**config.mk**
```make
export PLATFORM = sky130hd
export DESIGN_NAME = rtcm2_type1_word_decoder
export DESIGN_NICKNAME = d
export VERILOG_FILES = /design/src/rtcm2_pkg.sv /design/src/rtcm2_framer.sv /design/src/rtcm2_emit.sv /design/src/rtcm2_type1_word_decoder.sv
export SDC_FILE = /design/constraint.sdc
export NUM_CORES = 1
export LEC_CHECK = 0
export ABC_AREA = 0
export BUFFER_PORTS_ARGS = -buffer_cell sky130_fd_sc_hd__buf_2
export CORE_UTILIZATION = 40
export DETAILED_ROUTE_END_ITERATION = 10
export PLACE_DENSITY = 0.52
export SYNTH_ARGS = -nofsm -noshare
export SYNTH_HDL_FRONTEND = slang
export SYNTH_SLANG_ARGS = --single-unit
```
**constraint.sdc**
```tcl
create_clock -name clk_i -period 6.79 [get_ports clk_i]
set_clock_uncertainty 0.2 [all_clocks]
set_input_delay 0.3395 -clock clk_i [delete_from_list [all_inputs] [get_ports clk_i]]
set_output_delay 0.3395 -clock clk_i [all_outputs]
set_load 0.05 [all_outputs]
```
**src/rtcm2_pkg.sv**
```systemverilog
// Shared types and constants for the RTCM type-1 word decoder.
package rtcm2_pkg;

  localparam int unsigned StoreDepth = 32;
  localparam int unsigned AddrW      = 5;
  localparam int unsigned DataW      = 24;

  localparam logic [7:0] Preamble = 8'h66;

  localparam logic [DataW-1:0] ParMask [6] = '{
    24'hEC7CD2, 24'h763E69, 24'hBB1F34, 24'h5D8F9A, 24'hAEC7CD, 24'h2DEA27
  };
  // bit k set: prior D29 enters parity bit k, else prior D30
  localparam logic [5:0] ParUse29 = 6'b100101;

  typedef enum logic [3:0] {
    PhHunt = 4'b0001,
    PhHdr1 = 4'b0010,
    PhHdr2 = 4'b0100,
    PhBody = 4'b1000
  } phase_e;

  typedef struct packed {
    logic             en;
    logic [AddrW-1:0] addr;
    logic [DataW-1:0] data;
  } wr_t;

  typedef struct packed {
    logic             valid;
    logic [AddrW-1:0] len;
    logic [12:0]      zcount;
  } start_t;

endpackage

```
**src/rtcm2_framer.sv**
```systemverilog
// Byte framing, preamble hunt, parity check and body word write port.
module rtcm2_framer #(
  parameter int unsigned MAX_BODY_WORDS = 31
) (
  input  logic                  clk_i,
  input  logic                  rst_ni,
  input  logic                  accept_i,
  input  logic [7:0]            raw_byte_i,
  input  logic [5:0]            wanted_type_i,
  output rtcm2_pkg::wr_t        wr_o,
  output rtcm2_pkg::start_t     start_o
);

  rtcm2_pkg::phase_e phase_q, phase_d;
  logic [29:0] win_q, win_d;
  logic [2:0]  biw_q, biw_d;
  logic        d29_q, d29_d, d30_q, d30_d;
  logic [5:0]  htype_q, htype_d;
  logic [12:0] zc_q, zc_d;
  logic [4:0]  blen_q, blen_d;
  logic [4:0]  ws_q, ws_d;
  rtcm2_pkg::start_t start_q, start_d;

  logic [5:0]  rev;
  logic [7:0]  cmp;
  logic [23:0] data;
  logic [5:0]  par, calc;
  logic [2:0]  biw_inc;
  logic [4:0]  ws_inc;

  always_comb begin
    for (int i = 0; i < 6; i++) begin
      rev[5-i] = raw_byte_i[i];
    end
    win_d = {win_q[23:0], rev};
    cmp   = win_d[11:4] ^ {8{d30_q}};
    data  = win_d[29:6] ^ {24{d30_q}};
    par   = win_d[5:0];
    for (int k = 0; k < 6; k++) begin
      calc[5-k] = (^(data & rtcm2_pkg::ParMask[k])) ^
                  (rtcm2_pkg::ParUse29[k] ? d29_q : d30_q);
    end
    biw_inc = biw_q + 3'd1;
    ws_inc  = ws_q + 5'd1;
  end

  always_comb begin
    phase_d = phase_q;
    biw_d   = biw_q;
    d29_d   = d29_q;
    d30_d   = d30_q;
    htype_d = htype_q;
    zc_d    = zc_q;
    blen_d  = blen_q;
    ws_d    = ws_q;
    start_d = '0;
    wr_o    = '{en: 1'b0, addr: ws_q, data: data};
    if (accept_i) begin
      if (phase_q == rtcm2_pkg::PhHunt) begin
        if (biw_q != 3'd0 && cmp == rtcm2_pkg::Preamble) begin
          phase_d = rtcm2_pkg::PhHdr1;
          biw_d   = 3'd2;
        end else begin
          biw_d = 3'd1;
        end
      end else if (biw_inc < 3'd5) begin
        biw_d = biw_inc;
      end else begin
        biw_d = 3'd0;
        d29_d = par[1];
        d30_d = par[0];
        unique case (phase_q)
          rtcm2_pkg::PhHdr1: begin
            htype_d = data[15:10];
            phase_d = rtcm2_pkg::PhHdr2;
          end
          rtcm2_pkg::PhHdr2: begin
            if (calc != par) begin
              phase_d = rtcm2_pkg::PhHunt;
            end else begin
              zc_d   = data[23:11];
              blen_d = data[7:3];
              ws_d   = 5'd0;
              if (htype_q != wanted_type_i ||
                  32'(data[7:3]) > MAX_BODY_WORDS || data[7:3] == 5'd0) begin
                phase_d = rtcm2_pkg::PhHunt;
              end else begin
                phase_d = rtcm2_pkg::PhBody;
              end
            end
          end
          rtcm2_pkg::PhBody: begin
            if (calc != par) begin
              phase_d = rtcm2_pkg::PhHunt;
            end else begin
              wr_o.en = 1'b1;
              ws_d    = ws_inc;
              if (ws_inc == blen_q) begin
                phase_d = rtcm2_pkg::PhHunt;
                start_d = '{valid: 1'b1, len: blen_q, zcount: zc_q};
              end
            end
          end
          default: phase_d = rtcm2_pkg::PhHunt;
        endcase
      end
    end
  end

  always_ff @(posedge clk_i or negedge rst_ni) begin
    if (!rst_ni) begin
      phase_q <= rtcm2_pkg::PhHunt;
      win_q   <= '0;
      biw_q   <= '0;
      d29_q   <= 1'b1;
      d30_q   <= 1'b1;
      htype_q <= '0;
      zc_q    <= '0;
      blen_q  <= '0;
      ws_q    <= '0;
      start_q <= '0;
    end else begin
      if (accept_i) begin
        win_q <= win_d;
      end
      phase_q <= phase_d;
      biw_q   <= biw_d;
      d29_q   <= d29_d;
      d30_q   <= d30_d;
      htype_q <= htype_d;
      zc_q    <= zc_d;
      blen_q  <= blen_d;
      ws_q    <= ws_d;
      start_q <= start_d;
    end
  end

  assign start_o = start_q;

endmodule

```
**src/rtcm2_emit.sv**
```systemverilog
// Body word store and satellite record unpacker with output register.
module rtcm2_emit (
  input  logic                 clk_i,
  input  logic                 rst_ni,
  input  rtcm2_pkg::wr_t       wr_i,
  input  rtcm2_pkg::start_t    start_i,
  output logic                 busy_o,
  output logic                 out_valid_o,
  input  logic                 out_stall_i,
  output logic [5:0]           sat_prn_o,
  output logic [12:0]          z_count_o,
  output logic signed [15:0]   range_correction_o,
  output logic signed [7:0]    rate_correction_o,
  output logic                 scale_large_o,
  output logic [7:0]           data_issue_o,
  output logic                 last_record_o
);

  logic [rtcm2_pkg::DataW-1:0] mem [rtcm2_pkg::StoreDepth];
  logic [rtcm2_pkg::DataW-1:0] rd_data_q;

  logic        active_q, pend_q;
  logic [4:0]  addr_q, left_q;
  logic [63:0] buf_q;
  logic [6:0]  cnt_q;
  logic [12:0] zc_q;
  logic        rd_en, pop, out_free, done;
  logic [9:0]  remain;
  logic [4:0]  id;

  assign out_free = !out_valid_o || !out_stall_i;
  assign rd_en    = active_q && !pend_q && cnt_q < 7'd40 && left_q != 5'd0;
  assign pop      = active_q && !pend_q && cnt_q >= 7'd40 && out_free;
  assign done     = active_q && !pend_q && cnt_q < 7'd40 && left_q == 5'd0;
  assign remain   = 10'(cnt_q - 7'd40) + {1'b0, left_q, 4'b0} + {2'b0, left_q, 3'b0};
  assign id       = buf_q[60:56];
  assign busy_o   = active_q;

  always_ff @(posedge clk_i) begin
    if (wr_i.en) begin
      mem[wr_i.addr] <= wr_i.data;
    end
    if (rd_en) begin
      rd_data_q <= mem[addr_q];
    end
  end

  always_ff @(posedge clk_i or negedge rst_ni) begin
    if (!rst_ni) begin
      active_q <= 1'b0;
      pend_q   <= 1'b0;
      addr_q   <= '0;
      left_q   <= '0;
      cnt_q    <= '0;
      out_valid_o <= 1'b0;
    end else begin
      if (start_i.valid) begin
        active_q <= 1'b1;
        pend_q   <= 1'b0;
        addr_q   <= '0;
        left_q   <= start_i.len;
        cnt_q    <= '0;
      end else begin
        if (done) begin
          active_q <= 1'b0;
        end
        if (rd_en) begin
          pend_q <= 1'b1;
          addr_q <= addr_q + 5'd1;
          left_q <= left_q - 5'd1;
        end
        if (pend_q) begin
          pend_q <= 1'b0;
          cnt_q  <= cnt_q + 7'd24;
        end
        if (pop) begin
          cnt_q <= cnt_q - 7'd40;
        end
      end
      if (pop) begin
        out_valid_o <= 1'b1;
      end else if (!out_stall_i) begin
        out_valid_o <= 1'b0;
      end
    end
  end

  always_ff @(posedge clk_i) begin
    if (start_i.valid) begin
      buf_q <= '0;
      zc_q  <= start_i.zcount;
    end else if (pend_q) begin
      buf_q <= buf_q | ({rd_data_q, 40'b0} >> cnt_q);
    end else if (pop) begin
      buf_q <= buf_q << 40;
    end
    if (pop) begin
      sat_prn_o          <= (id == 5'd0) ? 6'd32 : {1'b0, id};
      z_count_o          <= zc_q;
      range_correction_o <= buf_q[55:40];
      rate_correction_o  <= buf_q[39:32];
      scale_large_o      <= buf_q[63];
      data_issue_o       <= buf_q[31:24];
      last_record_o      <= remain < 10'd40;
    end
  end

endmodule

```
**src/rtcm2_type1_word_decoder.sv**
```systemverilog
// Top level of the RTCM type-1 word decoder.
// Usage:
//   Input channel: one link byte per transaction on raw_byte_i, qualified by
//   in_valid_i and held off by in_stall_o. Each accepted byte is shifted into
//   the word window on the edge that accepts it; framing, parity and header
//   checks complete on the edge that accepts the fifth byte of a word.
//   When the last body word of a message of the configured type passes,
//   the body store is unpacked: each body word is read from memory, then
//   merged into the unpack buffer, and a record is emitted each time the
//   buffer holds a full record. During this burst in_stall_o is high.
//   Output channel: one satellite record per transaction on the *_o fields,
//   qualified by out_valid_o; while out_stall_i is high the record holds and
//   unpacking pauses, stretching the burst.
//   Configuration: cfg_we_i writes cfg_wdata_i as the wanted message type.
//   Reset: preamble hunting, message type 1, no record pending. The body
//   store needs no clearing.
module rtcm2_type1_word_decoder #(
  parameter int unsigned MAX_BODY_WORDS = 31
) (
  input  logic                clk_i,
  input  logic                rst_ni,
  input  logic                cfg_we_i,
  input  logic [5:0]          cfg_wdata_i,
  input  logic                in_valid_i,
  output logic                in_stall_o,
  input  logic [7:0]          raw_byte_i,
  output logic                out_valid_o,
  input  logic                out_stall_i,
  output logic [5:0]          sat_prn_o,
  output logic [12:0]         z_count_o,
  output logic signed [15:0]  range_correction_o,
  output logic signed [7:0]   rate_correction_o,
  output logic                scale_large_o,
  output logic [7:0]          data_issue_o,
  output logic                last_record_o
);

  logic [5:0]         wanted_q;
  rtcm2_pkg::wr_t     wr;
  rtcm2_pkg::start_t  start;
  logic               busy;

  always_ff @(posedge clk_i or negedge rst_ni) begin
    if (!rst_ni) begin
      wanted_q <= 6'd1;
    end else if (cfg_we_i) begin
      wanted_q <= cfg_wdata_i;
    end
  end

  assign in_stall_o = busy || start.valid;

  rtcm2_framer #(
    .MAX_BODY_WORDS(MAX_BODY_WORDS)
  ) u_framer (
    .clk_i        (clk_i),
    .rst_ni       (rst_ni),
    .accept_i     (in_valid_i && !in_stall_o),
    .raw_byte_i   (raw_byte_i),
    .wanted_type_i(wanted_q),
    .wr_o         (wr),
    .start_o      (start)
  );

  rtcm2_emit u_emit (
    .clk_i             (clk_i),
    .rst_ni            (rst_ni),
    .wr_i              (wr),
    .start_i           (start),
    .busy_o            (busy),
    .out_valid_o       (out_valid_o),
    .out_stall_i       (out_stall_i),
    .sat_prn_o         (sat_prn_o),
    .z_count_o         (z_count_o),
    .range_correction_o(range_correction_o),
    .rate_correction_o (rate_correction_o),
    .scale_large_o     (scale_large_o),
    .data_issue_o      (data_issue_o),
    .last_record_o     (last_record_o)
  );

endmodule
```
==> flow_summary.yaml <==
timing:
  hold_viol: 0
  setup_slack_ns: 1.84
  fin_setup_tns_ns: 0
  min_period_ns: 4.95
  maxSlewViolCount: 0
  tightest_slew_ns: 1.31
  rsz0062_at_grt: "false"
  setup_viol: 0
  max_freq_mhz: 202
  finalCritPeriodShare_pct: 72.9
  hold_ws_ns: 0.215
  slew-limit-headroom_pct: 12.4
logic_synthesis:
  synth_compound_area_share_pct: 2.15
  synth-seq-cells: 1022
  synth_cell_types: 56
  yosys.area_share.simple_pct: 3.23
  synth_top_family_by_area: "multiplexers"
  synth_nets: 2108
  yosysSeqAreaShare_pct: 73.4
  ys_warn_count: 0
  synth_xor_area_share_pct: 2.40
  syn_avg_cell_area_sq_um: 19.5
  netlist_area_sq_mm: 0.0403
  ys.flop_type: "edfxtp_1"
  ys_async_sr_fraction_pct: 10.2
  synth.area.mux_share_pct: 16.5
  syn_inst: 2062
  synthAdderAreaFrac_pct: 0.950
  synth_edf_count: 858
place:
  place_congestion: 0.817
  dpl-instance-area_sq_mm: 0.0428
  dp_hpwl_mm: 55.9
  port_buffers: 71
  dp_slack_ns: 1.77
global_routing:
  grt_max_degree: 80
  antenna_found_initial: 6
  grt_first_pass_wirelength_mm: 139
  grt-ovfl-total: 0
  grt_pass1_vias: 20488
  grt_usage_pct: 18.6
setup_path:
  cp_cell_sequence: "xor2_2, buf_4, inv_1, ha_1, xor2_1, xnor2_1, xnor2_1, xnor2_1, a211oi_1, nand4_1, buf_4, nor2_4"
  worst_ep_required_time_ns: 6.87
  r2r-start: "u_framer.d30_q"
  crit_path_end_kind: "register"
  rr_endpoint: "u_emit.mem[0][16]"
  cp_num_buf_inv: 3
  worstPathArrival_ns: 5.02
  r2r_slack_ns: 1.84
  critPathTopFamily: "simple AND/OR/NAND/NOR gates"
  crit_fanout: 34
  reg2regPathDepth: 12
  cp_common_cell: "xnor2_1"
  critPathKind: "reg -> reg"
  start_kind: "register"
  cpPeakStageDelay_ns: 0.83
  cpMaxStageDelayCell: "dfstp_2"
die:
  fp.dieH_microns: 319
  dieWidth_microns: 319
  rows: 116
  coreArea_sq_mm: 0.100
  die_area_sq_mm: 0.102
  io_pins: 74
  initial_core_util_pct: 40.3
route:
  wl_mm: 93.7
  antenna_left: 0
  drc: 2
  dr.pass1.iters: 10
  dr_total_vias: 19595
  drtIter0Drc: 1626
  post_drt_wl_per_cell_microns: 26.1
  viasPerCell: 5.45
finish:
  multi_input_area_sq_mm: 0.0106
  final_core_util_pct: 46.5
  seq_area_sq_mm: 0.0296
  nNetsFinal: 2257
  drive_gt1_share_pct: 29.6
  fill_cells: 8292
  stdcell_area_sq_mm: 0.0465
  syn_to_final_growth_pct: 15.3
clocking:
  cts_sinks: 1022
  cts.clk_slew.worst_paths_ns: 0.06
  cts_buffers: 107
  cts_tree: "yes"
  post_cts_resized: 0
  cts.path.max_buffers: 3
  insertion_delay_ns: 0.67
  post_cts_buffers: 0
  htreeDepth: 3
  root_buffer: "clkbuf_16"
power_and_ir_drop:
  p_clk_share_pct: 32.6
  comb_power_share_pct: 19.5
  p_sw_share_pct: 28.7
  powerDensity_mw_per_mm2: 375
  p_leak_nw: 15.2
  seqPwrFrac_pct: 47.9
  p_switching_mw: 4.99
  p_int_mw: 12.4
  peakVddDrop_mv: 0.425
min_path:
  worstHoldPathType: "reg -> reg"
  min_from: "u_framer.start_o[2]"
  hold_path_end: "u_emit.zc_q[2]"
  min_path_cells: 0
run_status:
  violations: "design-rule violations"
  outcome: "finished with violations"
flow_run:
  drv_cap: 0
[metrics by stage]
stage	std cells	power, mW
floorplan	2062	10.4
global placement	3377	11.7
detailed placement	3377	11.9
CTS	3595	17.6
global route	3595	18.1
finish	3597	17.4
[cells by family (layout without fill, tap and decap cells)]
logic type	after synthesis	in the layout
other	0	2
XOR/XNOR	95	95
buffers and inverters	146	381
flip-flops	1022	1022
AND/OR/NAND/NOR	280	280
adder cells (fa/ha/maj)	27	27
AO/OA/AOI/OAI	144	144
multiplexers	348	348
[registers in the layout, indices dropped and copies added, names as in the netlist, 5 cells and up]
register	count
u_emit.addr_q	5
u_emit.buf_q	60
u_emit.data_issue_o	8
u_emit.left_q	5
u_emit.mem	768
u_emit.range_correction_o	16
u_emit.rate_correction_o	8
u_emit.rd_data_q	24
u_emit.sat_prn_o	6
u_emit.z_count_o	13
u_emit.zc_q	13
u_framer.blen_q	5
u_framer.htype_q	6
u_framer.start_o	19
u_framer.win_q	24
u_framer.ws_q	5
u_framer.zc_q	13
wanted_q	6
[final cells by class]
cell class,instances,share of cell area [%]
flip-flops and latches,1022,63.7
multi-input cells,894,22.9
clock buffers,147,6.28
well taps,1298,3.49
repair buffers,153,2.35
clock inverters,48,1.05
inverters,33,0.267
diodes,2,0.0108
[synthesized netlist by cell type (32+ instances only)]
cell | n | area share, %
nand2_1 | 46 | 0.43
mux2_2 | 80 | 2.2
mux4_2 | 240 | 13
xnor2_1 | 49 | 1.1
clkbuf_1 | 81 | 0.75
dfrtp_1 | 100 | 6.2
nor2_1 | 124 | 1.2
edfxtp_1 | 858 | 64
xor2_1 | 36 | 0.78
dfxtp_1 | 60 | 3.0
inv_1 | 32 | 0.30
a21oi_1 | 61 | 0.76
[placed cells by master (no fill, tap or decap), types with 21 or more instances in the layout]
master,count
ha_1,21
clkbuf_1,32
dfxtp_1,60
a21oi_1,61
edfxtp_1,858
and2_1,21
nor3_1,26
mux2_2,80
mux4_2,240
dlygate4sd3_1,22
clkbuf_16,108
nand2_1,46
a211oi_1,23
dfrtp_1,95
buf_2,70
o21ai_0,31
xnor2_1,49
nor2_1,91
buf_4,56
nor2_4,32
inv_1,31
[worst reg2reg max path, stage by stage (launching register included)]
cell and delay (ns):
dfstp_2 0.83, xor2_2 0.17, buf_4 0.36, inv_1 0.12, ha_1 0.31, xor2_1 0.16, xnor2_1 0.21, xnor2_1 0.15
xnor2_1 0.12, a211oi_1 0.71, nand4_1 0.20, buf_4 0.28, nor2_4 0.76
[power by group through the flow]
stage	Combinational (mW)	Sequential, mW	Clock, mW
CTS	3.43	8.33	5.81
finish	3.39	8.34	5.68
global route	3.68	8.36	6.05
detailed placement	3.40	8.46	0
global placement	3.28	8.45	0
floorplan	2.05	8.34	0
[metal layers]
layer	up-vias	wire (microns)	track usage, %
met3	119	4190	2.77
met1	10495	41100	25.7
met4	0	1580	4.18
met5	-	0	0
met2	480	46900	31.2
li1	8501	-	-
[what timing repair did]
action	CTS	global route
hold endpoints to repair	50	0
hold buffers	23	0
endpoints found under the setup margin	0	0
[how the worst max path moves through the flow]
stage | slack, ns | start | endpoint | depth (start not counted)
floorplan | 0.95 | u_framer.d30_q | u_emit.mem[13][0] | 13
global placement | 1.77 | u_framer.d30_q | u_emit.mem[5][8] | 12
detailed placement | 1.77 | u_framer.d30_q | u_emit.mem[4][8] | 12
CTS | 1.78 | u_framer.d30_q | u_emit.mem[0][15] | 12
global route | 1.54 | u_framer.d30_q | u_emit.mem[10][20] | 13
finish | 1.84 | u_framer.d30_q | u_emit.mem[0][16] | 12
Power figures use the tool's default switching activity.
